==> config.mk <==
export PLATFORM = sky130hd
export DESIGN_NAME = encoder_edge_period_capture_unit_flat
export DESIGN_NICKNAME = d
export VERILOG_FILES = /design/src/design/eepc_pkg.sv /design/src/design/eepc_ifs.sv /design/src/design/eepc_ram.sv /design/src/design/eepc_apb.sv /design/src/design/eepc_arith.sv /design/src/design/encoder_edge_period_capture_unit.sv /design/src/flat_wrapper.sv
export SDC_FILE = /design/constraint.sdc
export NUM_CORES = 2
export LEC_CHECK = 0
export BUFFER_PORTS_ARGS = -buffer_cell sky130_fd_sc_hd__buf_2
export CAP_MARGIN = 40
export CORE_MARGIN = 2
export CORE_UTILIZATION = 45
export DETAILED_ROUTE_END_ITERATION = 8
export PLACE_DENSITY_LB_ADDON = 0.05
export SLEW_MARGIN = 30
export SYNTH_ARGS = -nofsm -noshare
export SYNTH_HDL_FRONTEND = slang
export SYNTH_HIERARCHICAL = 1
export SYNTH_SLANG_ARGS = --single-unit
==> constraint.sdc <==
create_clock -name i_clk -period 29.4 [get_ports i_clk]
set_input_delay 2.94 -clock i_clk [delete_from_list [all_inputs] [get_ports i_clk]]
set_output_delay 2.94 -clock i_clk [all_outputs]
set_load 0.005 [all_outputs]
==> src/design/eepc_pkg.sv <==
// types and constants shared by the encoder edge period capture block
package eepc_pkg;

    localparam int KIND_W     = 2;
    localparam int APB_ADDR_W = 3;

    // event codes
    localparam logic [KIND_W-1:0] KIND_OVERFLOW = 2'd0;
    localparam logic [KIND_W-1:0] KIND_CAPTURE  = 2'd1;
    localparam logic [KIND_W-1:0] KIND_CLEAR    = 2'd2;

    // register index, taken from paddr above the byte offset
    localparam logic [APB_ADDR_W-3:0] REG_TIMER_TOP = 1'b0;

    localparam logic [15:0] TOP_RESET = 16'hFFFF;

    // one channel's state as held in the memory
    typedef struct packed {
        logic [31:0] since;
        logic [31:0] total;
        logic [15:0] prev;
        logic [31:0] edges;
        logic        rising;
    } t_chan_state;

    localparam int STATE_W = $bits(t_chan_state);

    // operands handed from the update stage to the arithmetic stage
    typedef struct packed {
        logic        dv;
        logic [15:0] cap;
        logic [31:0] since;
        logic [15:0] prev;
        logic [31:0] total;
        logic [15:0] tcnt;
        logic [31:0] edges;
        logic        rising;
    } t_calc;

endpackage

==> src/design/eepc_ifs.sv <==
// event and result channel interfaces
interface eepc_ev_if;
    logic        valid;
    logic        ready;
    logic [1:0]  kind;
    logic        channel;
    logic [15:0] capture_value;
    logic [15:0] timer_count;

    modport source (output valid, kind, channel, capture_value, timer_count, input ready);
    modport sink   (input valid, kind, channel, capture_value, timer_count, output ready);
endinterface

interface eepc_res_if;
    logic        valid;
    logic        ready;
    logic        delta_valid;
    logic [31:0] interval_ticks;
    logic [31:0] edge_total;
    logic [31:0] elapsed_ticks;
    logic        next_edge_rising;

    modport source (output valid, delta_valid, interval_ticks, edge_total, elapsed_ticks,
                    next_edge_rising, input ready);
    modport sink   (input valid, delta_valid, interval_ticks, edge_total, elapsed_ticks,
                    next_edge_rising, output ready);
endinterface

==> src/design/eepc_ram.sv <==
// generic single write port ram with registered read
module eepc_ram #(
    parameter int WIDTH = 8,
    parameter int DEPTH = 2,
    parameter int AW    = (DEPTH > 1) ? $clog2(DEPTH) : 1
) (
    input  logic             i_clk,
    input  logic             i_we,
    input  logic [AW-1:0]    i_waddr,
    input  logic [WIDTH-1:0] i_wdata,
    input  logic             i_re,
    input  logic [AW-1:0]    i_raddr,
    output logic [WIDTH-1:0] o_rdata
);

    logic [WIDTH-1:0] r_mem [DEPTH];
    logic [WIDTH-1:0] r_rdata;

    always_ff @(posedge i_clk) begin
        if (i_we) begin
            r_mem[i_waddr] <= i_wdata;
        end
        if (i_re) begin
            r_rdata <= r_mem[i_raddr];
        end
    end

    assign o_rdata = r_rdata;

endmodule

==> src/design/eepc_apb.sv <==
// apb configuration register file holding the timer top value
module eepc_apb (
    input  logic                            i_clk,
    input  logic                            i_rst_n,
    input  logic                            psel,
    input  logic                            penable,
    input  logic                            pwrite,
    input  logic [eepc_pkg::APB_ADDR_W-1:0] paddr,
    input  logic [31:0]                     pwdata,
    output logic [31:0]                     prdata,
    output logic                            pready,
    output logic [15:0]                     o_timer_top
);
    import eepc_pkg::*;

    logic [15:0]           r_timer_top;
    logic [APB_ADDR_W-3:0] w_reg_idx;
    logic                  w_wr;

    assign w_reg_idx = paddr[APB_ADDR_W-1:2];
    assign w_wr      = psel && penable && pwrite;
    assign pready    = 1'b1;

    always_ff @(posedge i_clk) begin
        if (!i_rst_n) begin
            r_timer_top <= TOP_RESET;
        end else if (w_wr && (w_reg_idx == REG_TIMER_TOP)) begin
            r_timer_top <= pwdata[15:0];
        end
    end

    always_comb begin
        unique case (w_reg_idx)
            REG_TIMER_TOP: prdata = {16'b0, r_timer_top};
            default:       prdata = '0;
        endcase
    end

    assign o_timer_top = r_timer_top;

endmodule

==> src/design/eepc_arith.sv <==
// interval and elapsed tick arithmetic with the result output register
module eepc_arith (
    input  logic            i_clk,
    input  logic            i_rst_n,
    input  logic            i_valid,
    output logic            o_ready,
    input  eepc_pkg::t_calc i_calc,
    input  logic [15:0]     i_timer_top,
    eepc_res_if.source      o_res
);
    import eepc_pkg::*;

    t_calc       r_s2;
    logic        r_s2_vld;
    logic        r_o_vld;
    logic        r_o_dv;
    logic [31:0] r_o_interval;
    logic [31:0] r_o_edges;
    logic [31:0] r_o_elapsed;
    logic        r_o_rising;
    logic        w_s2_adv;
    logic [16:0] w_period;
    logic [31:0] w_since_prod;
    logic [31:0] w_total_prod;

    assign w_s2_adv = r_s2_vld && (!r_o_vld || o_res.ready);
    assign o_ready  = !r_s2_vld || w_s2_adv;

    // period formed in 17 bits so a top of all ones gives 2^16
    assign w_period     = 17'(i_timer_top) + 17'd1;
    assign w_since_prod = r_s2.since * 32'(w_period);
    assign w_total_prod = r_s2.total * 32'(w_period);

    always_ff @(posedge i_clk) begin
        if (!i_rst_n) begin
            r_s2_vld <= 1'b0;
            r_o_vld  <= 1'b0;
        end else begin
            if (o_ready) begin
                r_s2_vld <= i_valid;
            end
            if (w_s2_adv) begin
                r_o_vld <= 1'b1;
            end else if (o_res.ready) begin
                r_o_vld <= 1'b0;
            end
        end
    end

    always_ff @(posedge i_clk) begin
        if (o_ready && i_valid) begin
            r_s2 <= i_calc;
        end
        if (w_s2_adv) begin
            r_o_dv       <= r_s2.dv;
            r_o_interval <= 32'(r_s2.cap) + w_since_prod - 32'(r_s2.prev);
            r_o_edges    <= r_s2.edges;
            r_o_elapsed  <= w_total_prod + 32'(r_s2.tcnt);
            r_o_rising   <= r_s2.rising;
        end
    end

    assign o_res.valid            = r_o_vld;
    assign o_res.delta_valid      = r_o_dv;
    assign o_res.interval_ticks   = r_o_interval;
    assign o_res.edge_total       = r_o_edges;
    assign o_res.elapsed_ticks    = r_o_elapsed;
    assign o_res.next_edge_rising = r_o_rising;

endmodule

==> src/design/encoder_edge_period_capture_unit.sv <==
// encoder edge period capture unit: top level
//
// One event transfer per clock unless the result side stalls: a timer overflow, a capture
// edge or a channel clear for one encoder channel. Each accepted event yields exactly one
// result via the update, arithmetic and output registers while later events enter behind. All
// per-channel counters (overflows since the last edge, total overflows, last capture, edge
// count, armed polarity) live in one memory word per channel; the sustained rate of one event
// per cycle is set by its single read and single write port, with a one-entry forward of the
// word being written so back-to-back events on the same channel see fresh state. Per-entry
// valid bits make a never-written channel read as all zero, so no clearing pass follows
// reset. The period is timer_top + 1 in 17 bits; the two products with it sit in their own
// stage ahead of the output register. Events on a channel at or beyond CHANNELS change
// nothing and return an all-zero result.
module encoder_edge_period_capture_unit #(
    parameter int CHANNELS = 2
) (
    input  logic                            i_clk,
    input  logic                            i_rst_n,
    input  logic                            psel,
    input  logic                            penable,
    input  logic                            pwrite,
    input  logic [eepc_pkg::APB_ADDR_W-1:0] paddr,
    input  logic [31:0]                     pwdata,
    output logic [31:0]                     prdata,
    output logic                            pready,
    eepc_ev_if.sink                         i_ev,
    eepc_res_if.source                      o_res
);
    import eepc_pkg::*;

    localparam int AW = (CHANNELS > 1) ? $clog2(CHANNELS) : 1;

    // configuration
    logic [15:0] w_timer_top;

    // input side
    logic          w_in_acc;
    logic [AW-1:0] w_in_idx;
    logic          w_in_oor;

    // update stage: event fields plus the memory word read at acceptance
    logic              r_s1_vld;
    logic [KIND_W-1:0] r_s1_kind;
    logic              r_s1_oor;
    logic [AW-1:0]     r_s1_idx;
    logic [15:0]       r_s1_cap;
    logic [15:0]       r_s1_tcnt;
    logic              r_s1_evld;
    logic              r_s1_fwd;
    logic              w_s1_adv;
    logic              w_s1_ready;
    logic              w_s2_ready;

    // state memory, valid bits and forward register
    logic [CHANNELS-1:0] r_ent_vld;
    logic [STATE_W-1:0]  w_ram_rdata;
    logic                w_ram_we;
    t_chan_state         r_fwd_data;
    logic [AW-1:0]       r_fwd_idx;
    t_chan_state         w_cur;
    t_chan_state         n_state;
    t_calc               w_calc;

    eepc_apb u_apb (
        .i_clk       (i_clk),
        .i_rst_n     (i_rst_n),
        .psel        (psel),
        .penable     (penable),
        .pwrite      (pwrite),
        .paddr       (paddr),
        .pwdata      (pwdata),
        .prdata      (prdata),
        .pready      (pready),
        .o_timer_top (w_timer_top)
    );

    // accept whenever the update stage is empty or moving on
    assign w_s1_ready  = !r_s1_vld || w_s2_ready;
    assign i_ev.ready  = w_s1_ready;
    assign w_in_acc    = i_ev.valid && w_s1_ready;
    assign w_in_idx    = AW'(i_ev.channel);
    assign w_in_oor    = int'(i_ev.channel) >= CHANNELS;
    assign w_s1_adv    = r_s1_vld && w_s2_ready;
    // out-of-range channels leave the memory untouched
    assign w_ram_we    = w_s1_adv && !r_s1_oor;

    eepc_ram #(
        .WIDTH (STATE_W),
        .DEPTH (CHANNELS),
        .AW    (AW)
    ) u_state_ram (
        .i_clk   (i_clk),
        .i_we    (w_ram_we),
        .i_waddr (r_s1_idx),
        .i_wdata (n_state),
        .i_re    (w_in_acc),
        .i_raddr (w_in_idx),
        .o_rdata (w_ram_rdata)
    );

    always_ff @(posedge i_clk) begin
        if (!i_rst_n) begin
            r_s1_vld  <= 1'b0;
            r_s1_fwd  <= 1'b0;
            r_s1_evld <= 1'b0;
            r_ent_vld <= '0;
        end else begin
            if (w_s1_ready) begin
                r_s1_vld <= i_ev.valid;
            end
            if (w_in_acc) begin
                // the write landing on this same edge is missed by the read
                r_s1_fwd  <= w_ram_we && (r_s1_idx == w_in_idx);
                r_s1_evld <= !w_in_oor && r_ent_vld[w_in_idx];
            end
            if (w_ram_we) begin
                r_ent_vld[r_s1_idx] <= 1'b1;
            end
        end
    end

    always_ff @(posedge i_clk) begin
        if (w_in_acc) begin
            r_s1_kind <= i_ev.kind;
            r_s1_oor  <= w_in_oor;
            r_s1_idx  <= w_in_idx;
            r_s1_cap  <= i_ev.capture_value;
            r_s1_tcnt <= i_ev.timer_count;
        end
        if (w_ram_we) begin
            r_fwd_data <= n_state;
            r_fwd_idx  <= r_s1_idx;
        end
    end

    // current channel state: forwarded word, memory word, or zero if never written
    always_comb begin
        if (r_s1_fwd) begin
            w_cur = r_fwd_data;
        end else if (r_s1_evld) begin
            w_cur = t_chan_state'(w_ram_rdata);
        end else begin
            w_cur = '0;
        end
    end

    // read-modify-write of the channel word
    always_comb begin
        n_state = w_cur;
        case (r_s1_kind)
            KIND_OVERFLOW: begin
                n_state.since = w_cur.since + 32'd1;
                n_state.total = w_cur.total + 32'd1;
            end
            KIND_CAPTURE: begin
                n_state.edges  = w_cur.edges + 32'd1;
                n_state.rising = !w_cur.rising;
                n_state.since  = '0;
                n_state.prev   = r_s1_cap;
            end
            KIND_CLEAR: begin
                // polarity survives a clear
                n_state.since = '0;
                n_state.total = '0;
                n_state.prev  = '0;
                n_state.edges = '0;
            end
            default: begin
            end
        endcase
    end

    // operands for the arithmetic stage; non-captures zero the interval terms
    always_comb begin
        w_calc = '0;
        if (!r_s1_oor) begin
            w_calc.dv     = (r_s1_kind == KIND_CAPTURE);
            w_calc.total  = n_state.total;
            w_calc.tcnt   = r_s1_tcnt;
            w_calc.edges  = n_state.edges;
            w_calc.rising = n_state.rising;
            if (r_s1_kind == KIND_CAPTURE) begin
                w_calc.cap   = r_s1_cap;
                w_calc.since = w_cur.since;
                w_calc.prev  = w_cur.prev;
            end
        end
    end

    eepc_arith u_arith (
        .i_clk       (i_clk),
        .i_rst_n     (i_rst_n),
        .i_valid     (r_s1_vld),
        .o_ready     (w_s2_ready),
        .i_calc      (w_calc),
        .i_timer_top (w_timer_top),
        .o_res       (o_res)
    );

    // a forwarded word must belong to the channel being updated
    a_fwd_idx: assert property (@(posedge i_clk) disable iff (!i_rst_n)
        (r_s1_vld && r_s1_fwd) |-> (r_fwd_idx == r_s1_idx))
        else $error("forwarded state from a different channel");

    // an out-of-range event never writes the state memory
    a_oor_nowr: assert property (@(posedge i_clk) disable iff (!i_rst_n)
        (r_s1_vld && r_s1_oor) |-> !w_ram_we)
        else $error("state write for out-of-range channel");

    // every write marks its entry valid on the next edge
    a_vld_set: assert property (@(posedge i_clk) disable iff (!i_rst_n)
        w_ram_we |=> r_ent_vld[$past(r_s1_idx)])
        else $error("entry valid bit not set after write");

endmodule

==> src/flat_wrapper.sv <==
// flat-port wrapper written by rule: the top's interface ports become plain ports
module encoder_edge_period_capture_unit_flat import eepc_pkg::*;
#(
    parameter int CHANNELS = 2
)
  (i_clk, i_rst_n, psel, penable, pwrite, paddr, pwdata, prdata, pready, i_ev_valid, i_ev_kind, i_ev_channel, i_ev_capture_value, i_ev_timer_count, i_ev_ready, o_res_valid, o_res_delta_valid, o_res_interval_ticks, o_res_edge_total, o_res_elapsed_ticks, o_res_next_edge_rising, o_res_ready);
  eepc_ev_if i_ev_i ();
  eepc_res_if o_res_i ();
  input  logic i_clk;
  input  logic i_rst_n;
  input  logic psel;
  input  logic penable;
  input  logic pwrite;
  input  logic [eepc_pkg::APB_ADDR_W-1:0] paddr;
  input  logic [31:0] pwdata;
  output logic [31:0] prdata;
  output logic pready;
  input wire logic [$bits(i_ev_i.valid)-1:0] i_ev_valid;
  input wire logic [$bits(i_ev_i.kind)-1:0] i_ev_kind;
  input wire logic [$bits(i_ev_i.channel)-1:0] i_ev_channel;
  input wire logic [$bits(i_ev_i.capture_value)-1:0] i_ev_capture_value;
  input wire logic [$bits(i_ev_i.timer_count)-1:0] i_ev_timer_count;
  output wire logic [$bits(i_ev_i.ready)-1:0] i_ev_ready;
  output wire logic [$bits(o_res_i.valid)-1:0] o_res_valid;
  output wire logic [$bits(o_res_i.delta_valid)-1:0] o_res_delta_valid;
  output wire logic [$bits(o_res_i.interval_ticks)-1:0] o_res_interval_ticks;
  output wire logic [$bits(o_res_i.edge_total)-1:0] o_res_edge_total;
  output wire logic [$bits(o_res_i.elapsed_ticks)-1:0] o_res_elapsed_ticks;
  output wire logic [$bits(o_res_i.next_edge_rising)-1:0] o_res_next_edge_rising;
  input wire logic [$bits(o_res_i.ready)-1:0] o_res_ready;
  assign i_ev_i.valid = i_ev_valid;
  assign i_ev_i.kind = i_ev_kind;
  assign i_ev_i.channel = i_ev_channel;
  assign i_ev_i.capture_value = i_ev_capture_value;
  assign i_ev_i.timer_count = i_ev_timer_count;
  assign i_ev_ready = i_ev_i.ready;
  assign o_res_valid = o_res_i.valid;
  assign o_res_delta_valid = o_res_i.delta_valid;
  assign o_res_interval_ticks = o_res_i.interval_ticks;
  assign o_res_edge_total = o_res_i.edge_total;
  assign o_res_elapsed_ticks = o_res_i.elapsed_ticks;
  assign o_res_next_edge_rising = o_res_i.next_edge_rising;
  assign o_res_i.ready = o_res_ready;
  encoder_edge_period_capture_unit #(.CHANNELS(CHANNELS)) u_core (.i_clk(i_clk), .i_rst_n(i_rst_n), .psel(psel), .penable(penable), .pwrite(pwrite), .paddr(paddr), .pwdata(pwdata), .prdata(prdata), .pready(pready), .i_ev(i_ev_i), .o_res(o_res_i));
endmodule
# Yosys cells after proc, flatten, opt, wreduce, memory -nomap -nowiden
# Memory sizes are Yosys's and may differ from the RTL's. A register that Yosys moved wholly into a read port is not among the register bits.
# Cells that the tools add are included.
# totals
word_cells,77
regBits,350
memories,1
ramBits,226
inputBits,77
out_inout_bits,133
# classes
muxes,15
n_mul,2
n_reduce_logical,18
n_bitwise,2
n_lt_le_gt_ge,3
eq_ne,3
addsub,7
# mem_list
name,words,word_bits,rd,rd_ports_with_merged_regs,write_ports,line,text
u_core.u_state_ram.r_mem,2,113,1,1,1,eepc_ram.sv:16,logic [WIDTH-1:0] r_mem [DEPTH];
# ops
cell,count
113-bit 2-to-1 mux,2
32-bit one-hot mux with 2 select lines,2
"32-bit by 1-bit adder with 32-bit output, second input constant",3
48-bit one-hot mux with 2 select lines,1
32-bit by 17-bit multiplier with 32-bit output,2
16-bit by 32-bit adder with 32-bit output,1
32-bit by 16-bit adder with 32-bit output,1
32-bit by 16-bit subtractor with 32-bit output,1
"16-bit by 1-bit adder with 17-bit output, second input constant",1
16-bit 2-to-1 mux,1
1-bit logical AND,8
1-bit 2-to-1 mux,8
1-bit zero test,4
"1-bit by 2-bit < comparator with 1-bit output, second input constant",2
1-bit logical OR,3
"2-bit by 1-bit equality test with 1-bit output, second input constant",1
"2-bit equality test, second input constant",1
2-bit zero test,1
2-bit bitwise OR,1
2-bit nonzero test,1
2-bit OR reduction,1
1-bit demux with 1-bit select,1
1-bit equality test,1
"1-bit greater-or-equal comparator, second input constant",1
1-bit NOT,1

# Longest topological paths before layout
# logic_depth
ltp_word,7
mapped_depth,28
mapped_depth_nobuf,26

# By module
# The synthesis kept the hierarchy.
# modules_own_cells
mod,seq_area_each_um2,n_inst,cells_each,area_each_um2
eepc_arith,7367.1,1,3438,34147.8
eepc_ram,10179.8,1,467,11852.6
encoder_edge_period_capture_unit,4544.4,1,1045,10087.2
eepc_apb,320.3,1,106,987.2

# Worst setup path before layout
# Ideal clock, no wire load.
# synth_timing
path_type,input to register
start,input o_res_ready
end,memory u_core/u_state_ram/r_mem[0][0] (netlist bit) (enable)
path_stages,4
path_slack_ps,17959
path_buffers,0
setup_time_ps,597
arrival_ps,10844
t_required_ps,28803
path_cell_list,nor2b_1 > nand2_1 > and2_1 > nor2b_1
# synth_via
elab_chain_cells,6
# synth_rtl
item,line,text
from (decl),flat_wrapper.sv:30,input wire logic [$bits(o_res_i.ready)-1:0] o_res_ready;
1-bit logical OR,eepc_arith.sv:26,assign w_s2_adv = r_s2_vld && (!r_o_vld || o_res.ready);
1-bit logical AND,eepc_arith.sv:26,
1-bit logical OR,eepc_arith.sv:27,assign o_ready = !r_s2_vld || w_s2_adv;
net u_core.w_s2_ready,encoder_edge_period_capture_unit.sv:52,logic w_s2_ready;
1-bit logical AND,encoder_edge_period_capture_unit.sv:83,assign w_s1_adv = r_s1_vld && w_s2_ready;
net u_core.w_ram_we,encoder_edge_period_capture_unit.sv:57,logic w_ram_we;
1-bit 2-to-1 mux,eepc_ram.sv:20,if (i_we) begin
1-bit 2-to-1 mux (implied by the code),eepc_ram.sv:21,r_mem[i_waddr] <= i_wdata;
to (decl),eepc_ram.sv:16,
# The timed path passes the listed nets, and every way through them passes these cells.

# Worst setup path after layout
# layout_timing
start,"register u_core.u_apb.r_timer_top[0], in the netlist u_core/u_apb/o_timer_top[0]"
end,"register u_core.u_arith.r_o_interval[31], in the netlist u_core/u_arith/o_res.interval_ticks[31], data pin"
# layout_via
elab_chain_cells,4
# layout_rtl
item,line,text
from (decl),eepc_apb.sv:16,logic [15:0] r_timer_top;
from (signal assigned),eepc_apb.sv:28,r_timer_top <= pwdata[15:0];
16-bit by 1-bit adder with 17-bit output,eepc_arith.sv:30,assign w_period = 17'(i_timer_top) + 17'd1;
32-bit by 17-bit multiplier with 32-bit output,eepc_arith.sv:31,assign w_since_prod = r_s2.since * 32'(w_period);
16-bit by 32-bit adder with 32-bit output,eepc_arith.sv:56,r_o_interval <= 32'(r_s2.cap) + w_since_prod - 32'(r_s2.prev);
32-bit by 16-bit subtractor with 32-bit output,eepc_arith.sv:56,
to (signal assigned),eepc_arith.sv:56,
to (decl),eepc_arith.sv:17,logic [31:0] r_o_interval;
# No other way between the ends.
# A chain may end at the register's enable or synchronous reset.

==> flow_metrics.env <==
export IMPL_peakVddDrop_v=0.0001335
export IMPL_seqPwrFrac_pct=22.0
export IMPL_grt_ovfl_total=0
export IMPL_final_nets=6117
export IMPL_r2r_cells=25
export IMPL_worstPathRequired_ps=29790
export IMPL_fmax_mhz=105.2
export IMPL_share_clk_of_total_power_pct=16.2
export IMPL_crit_path_top_delay_cell="buf_4"
export IMPL_grt_max_degree=92
export IMPL_dpl_cell_count=6710
export IMPL_instances_no_fill=6884
export IMPL_power_switching_mw=2.939
export IMPL_drt_wirelength_per_cell_um=19.98
export IMPL_critPathLaunchType="register"
export IMPL_yosys_area_top_type="edfxtp_1"
export IMPL_yosysSeqAreaShare_pct=39.27
export IMPL_holdWs_ps=417.2
export IMPL_wl_um=137500
export IMPL_grt_pass1_wl_um=216100
export IMPL_grt_usage_pct=21.58
export IMPL_synth_area_top_cells="edfxtp_1, fa_1, inv_1"
export IMPL_worstHoldEndpoint="u_core/u_arith/o_res.edge_total[9]"
export IMPL_path_common_cell="fa_1"
export IMPL_switching_share_pct=43.29
export IMPL_ctsLongestPathBuffers=3
export IMPL_synth_cells=5056
export IMPL_io_pins=210
export IMPL_finClkSkew_ps=42.73
export IMPL_maxSlewViolCount=0
export IMPL_status="complete, no violations"
export IMPL_rows=130
export IMPL_die_area_um2=129700
export IMPL_power_leakage_nw=26.95
export IMPL_post_cts_buffers=0
export IMPL_setup_tns_ps=0
export IMPL_cts_clk_slew_worst_paths_ps=60
export IMPL_dpl_hpwl_um=96180
export IMPL_cts_resized=0
export IMPL_synth_top_area_share_pct=38.46
export IMPL_period_needed_ps=9504
export IMPL_ant_nets=0
export IMPL_syn_to_final_growth_pct=9.972
export IMPL_vias=35600
export IMPL_die_h_um=360.1
export IMPL_portBuffers=174
export IMPL_route_detailed_drc=0
export IMPL_drive_gt1_share_pct=10.76
export IMPL_cp_arrival_ps=9890
export IMPL_reg2reg_from="u_core/u_apb/o_timer_top[0]"
export IMPL_finalHoldViolations=0
export IMPL_hold_depth=0
export IMPL_synth_area_per_cell_um2=11.29
export IMPL_numCtsBuffers=87
export IMPL_first_iter_violations=2188
export IMPL_cts_tree="built"
export IMPL_crit_fanout=65
export IMPL_chipWidth_um=360.1
export IMPL_dr_pass1_iters=7
export IMPL_avgViaCountPerCell=5.172
export IMPL_cts_sinks=754
export IMPL_rsz0062_at_grt="false"
export IMPL_pwr_share_comb_pct=61.7
export IMPL_yosysWarnings=6
export IMPL_start_util_pct=45.39
export IMPL_slew_headroom_pct=41.88
export IMPL_grt_pass1_vias=37260
export IMPL_design_power_total_mw=6.788
export IMPL_fin_ws_ps=19900
export IMPL_fin_crit_sh_pct=32.33
export IMPL_intPower_mw=3.849
export IMPL_place_ws_ps=19910
export IMPL_ys_ff_latch=754
export IMPL_setup_viol=0
export IMPL_endpoint_kind="register"
export IMPL_worst_slew_pin_slew_ps=871.8
export IMPL_cap_violations=0
export IMPL_cp_slowest_stage_delay_ps=680
export IMPL_r2r_end="u_core/u_arith/o_res.interval_ticks[31]"
export IMPL_synth_edf_count=731
export IMPL_ys_async_sr_fraction_pct=0
export IMPL_power_per_cell_area_nw_per_um2=108.1
export IMPL_coreArea_um2=125700
export IMPL_grt_antenna_before_repair=3
export IMPL_finalWeightedCongestion=0.8232
export IMPL_n_fill_cell=11500
export IMPL_syn_area_um2=57070
export IMPL_cts_htree_levels=3
export IMPL_hold_start="u_core/u_arith/r_s2[10]"
export IMPL_crit_type="register to register"
export IMPL_synth_flop_cell="edfxtp_1"
export IMPL_yosys_cell_types_count=90
export IMPL_hold_buffers=0
export IMPL_clockRootBuffer="clkbuf_16"
export IMPL_hold_path_class="register to register"
export IMPL_clock_latency_ps=700
export IMPL_r2r_setup_slack_ps=19900
==> registers in the layout, indices dropped and copies added (netlist names), 16 cells and up <==
signal / count
u_core/u_apb/o_timer_top: 16
u_core/u_state_ram/o_rdata: 113
u_core/u_arith/o_res.interval_ticks: 32
u_core/r_s1_tcnt: 16
u_core/u_state_ram/r_mem: 226
u_core/r_fwd_data: 113
u_core/u_arith/r_s2: 146
u_core/u_arith/o_res.elapsed_ticks: 32
u_core/r_s1_cap: 16
u_core/u_arith/o_res.edge_total: 32
==> cell families after synthesis <==
| family | synth area share [%] |
|---|---|
| AOI/OAI and AO/OA | 4.678 |
| adders and majority gates | 28.28 |
| xor gates and xnor gates | 2.319 |
| DFF | 39.27 |
| buffers and inverters | 8.418 |
| muxes | 3.696 |
| other | 0.01316 |
| and+or+nand+nor | 13.32 |
==> worst max-delay path: cells and delay by family, from the launching register on <==
| kind | cells | cell delay, ps |
|---|---|---|
| AOI/OAI and AO/OA | 1 | 600 |
| xor gates and xnor gates | 2 | 310 |
| adders and majority gates | 7 | 3650 |
| buffers and inverters | 5 | 1410 |
| DFF | 1 | 410 |
| and+or+nand+nor | 10 | 2750 |
==> layout make-up <==
cell class	count	area (um2)	area share, %
Tap cell	1650	2064	3.289
Inverter	963	3622	5.771
Timing Repair Buffer	247	1634	2.603
Antenna cell	2	5.005	0.007974
Clock buffer	103	2258	3.598
Sequential cell	754	22420	35.72
Multi-Input combinational cell	3106	30090	47.94
Clock inverter	59	673.1	1.072
==> power by group through the flow <==
stage	clock, mW	combinational [mW]	sequential, mW
6_report	1.10	4.19	1.50
2_1_floorplan	0	3.09	1.51
4_1_cts	1.14	4.23	1.50
3_5_place_dp	0	4.20	1.52
5_1_grt	1.18	4.81	1.50
3_3_place_gp	0	4.16	1.52
==> cell usage after synthesis, types with 20 or more instances <==
master,count
nand2_1,686
xor2_1,31
fa_1,682
inv_1,962
nand3b_1,21
a22oi_1,64
nor2_1,106
nand3_1,79
clkbuf_1,166
a21oi_1,84
a21o_1,31
mux2_2,54
nand4_1,20
ha_1,199
and3_1,20
nand4b_1,34
and2_1,270
nand2b_1,58
a22o_1,28
xnor2_1,103
buf_2,23
buf_4,21
dfxtp_1,23
mux2i_1,45
o21ai_0,59
edfxtp_1,731
buf_1,20
nor3_1,43
mux2_4,70
nor2b_1,109
==> through the flow <==
stage               utilization [%]  cell area [um2]
floorplan                         -            57130
finish                        49.92            62770
global placement              47.27            59430
CTS                           49.80            62620
global route                  49.92            62760
detailed placement            47.47            59690
==> cell usage in the layout (no fill, tap or decap), types with 48 or more instances in the layout <==
| cell | n |
|---|---|
| a21oi_1 | 84 |
| a22oi_1 | 64 |
| and2_1 | 267 |
| buf_2 | 173 |
| buf_4 | 48 |
| clkbuf_16 | 88 |
| edfxtp_1 | 731 |
| fa_1 | 682 |
| ha_1 | 197 |
| inv_1 | 961 |
| mux2_2 | 54 |
| mux2_4 | 70 |
| nand2_1 | 686 |
| nand2b_1 | 58 |
| nand3_1 | 79 |
| nor2_1 | 104 |
| nor2b_1 | 105 |
| o21ai_0 | 59 |
| xnor2_1 | 96 |
==> worst max-delay path by stage <==
stage,from,to,cells after the start
finish,u_core/u_apb/o_timer_top[0],u_core/u_arith/o_res.interval_ticks[31],25
global route,u_core/u_apb/o_timer_top[0],u_core/u_arith/o_res.interval_ticks[31],25
CTS,u_core/u_apb/o_timer_top[0],u_core/u_arith/o_res.interval_ticks[31],25
detailed placement,u_core/u_apb/o_timer_top[0],u_core/u_arith/o_res.interval_ticks[31],25
global placement,u_core/u_apb/o_timer_top[0],u_core/u_arith/o_res.interval_ticks[31],25
floorplan,o_res_ready,u_core/u_state_ram/r_mem[0][0],4
==> metal layers <==
layer | routed length, um | vias up | track usage [%]
li1 | - | 16400 | -
met1 | 63590 | 18240 | 30.38
met2 | 63480 | 787 | 34.55
met3 | 7143 | 174 | 3.366
met4 | 3314 | 0 | 6.368
met5 | 0 | - | 0
Note: power is estimated with default switching activity, not from simulation.
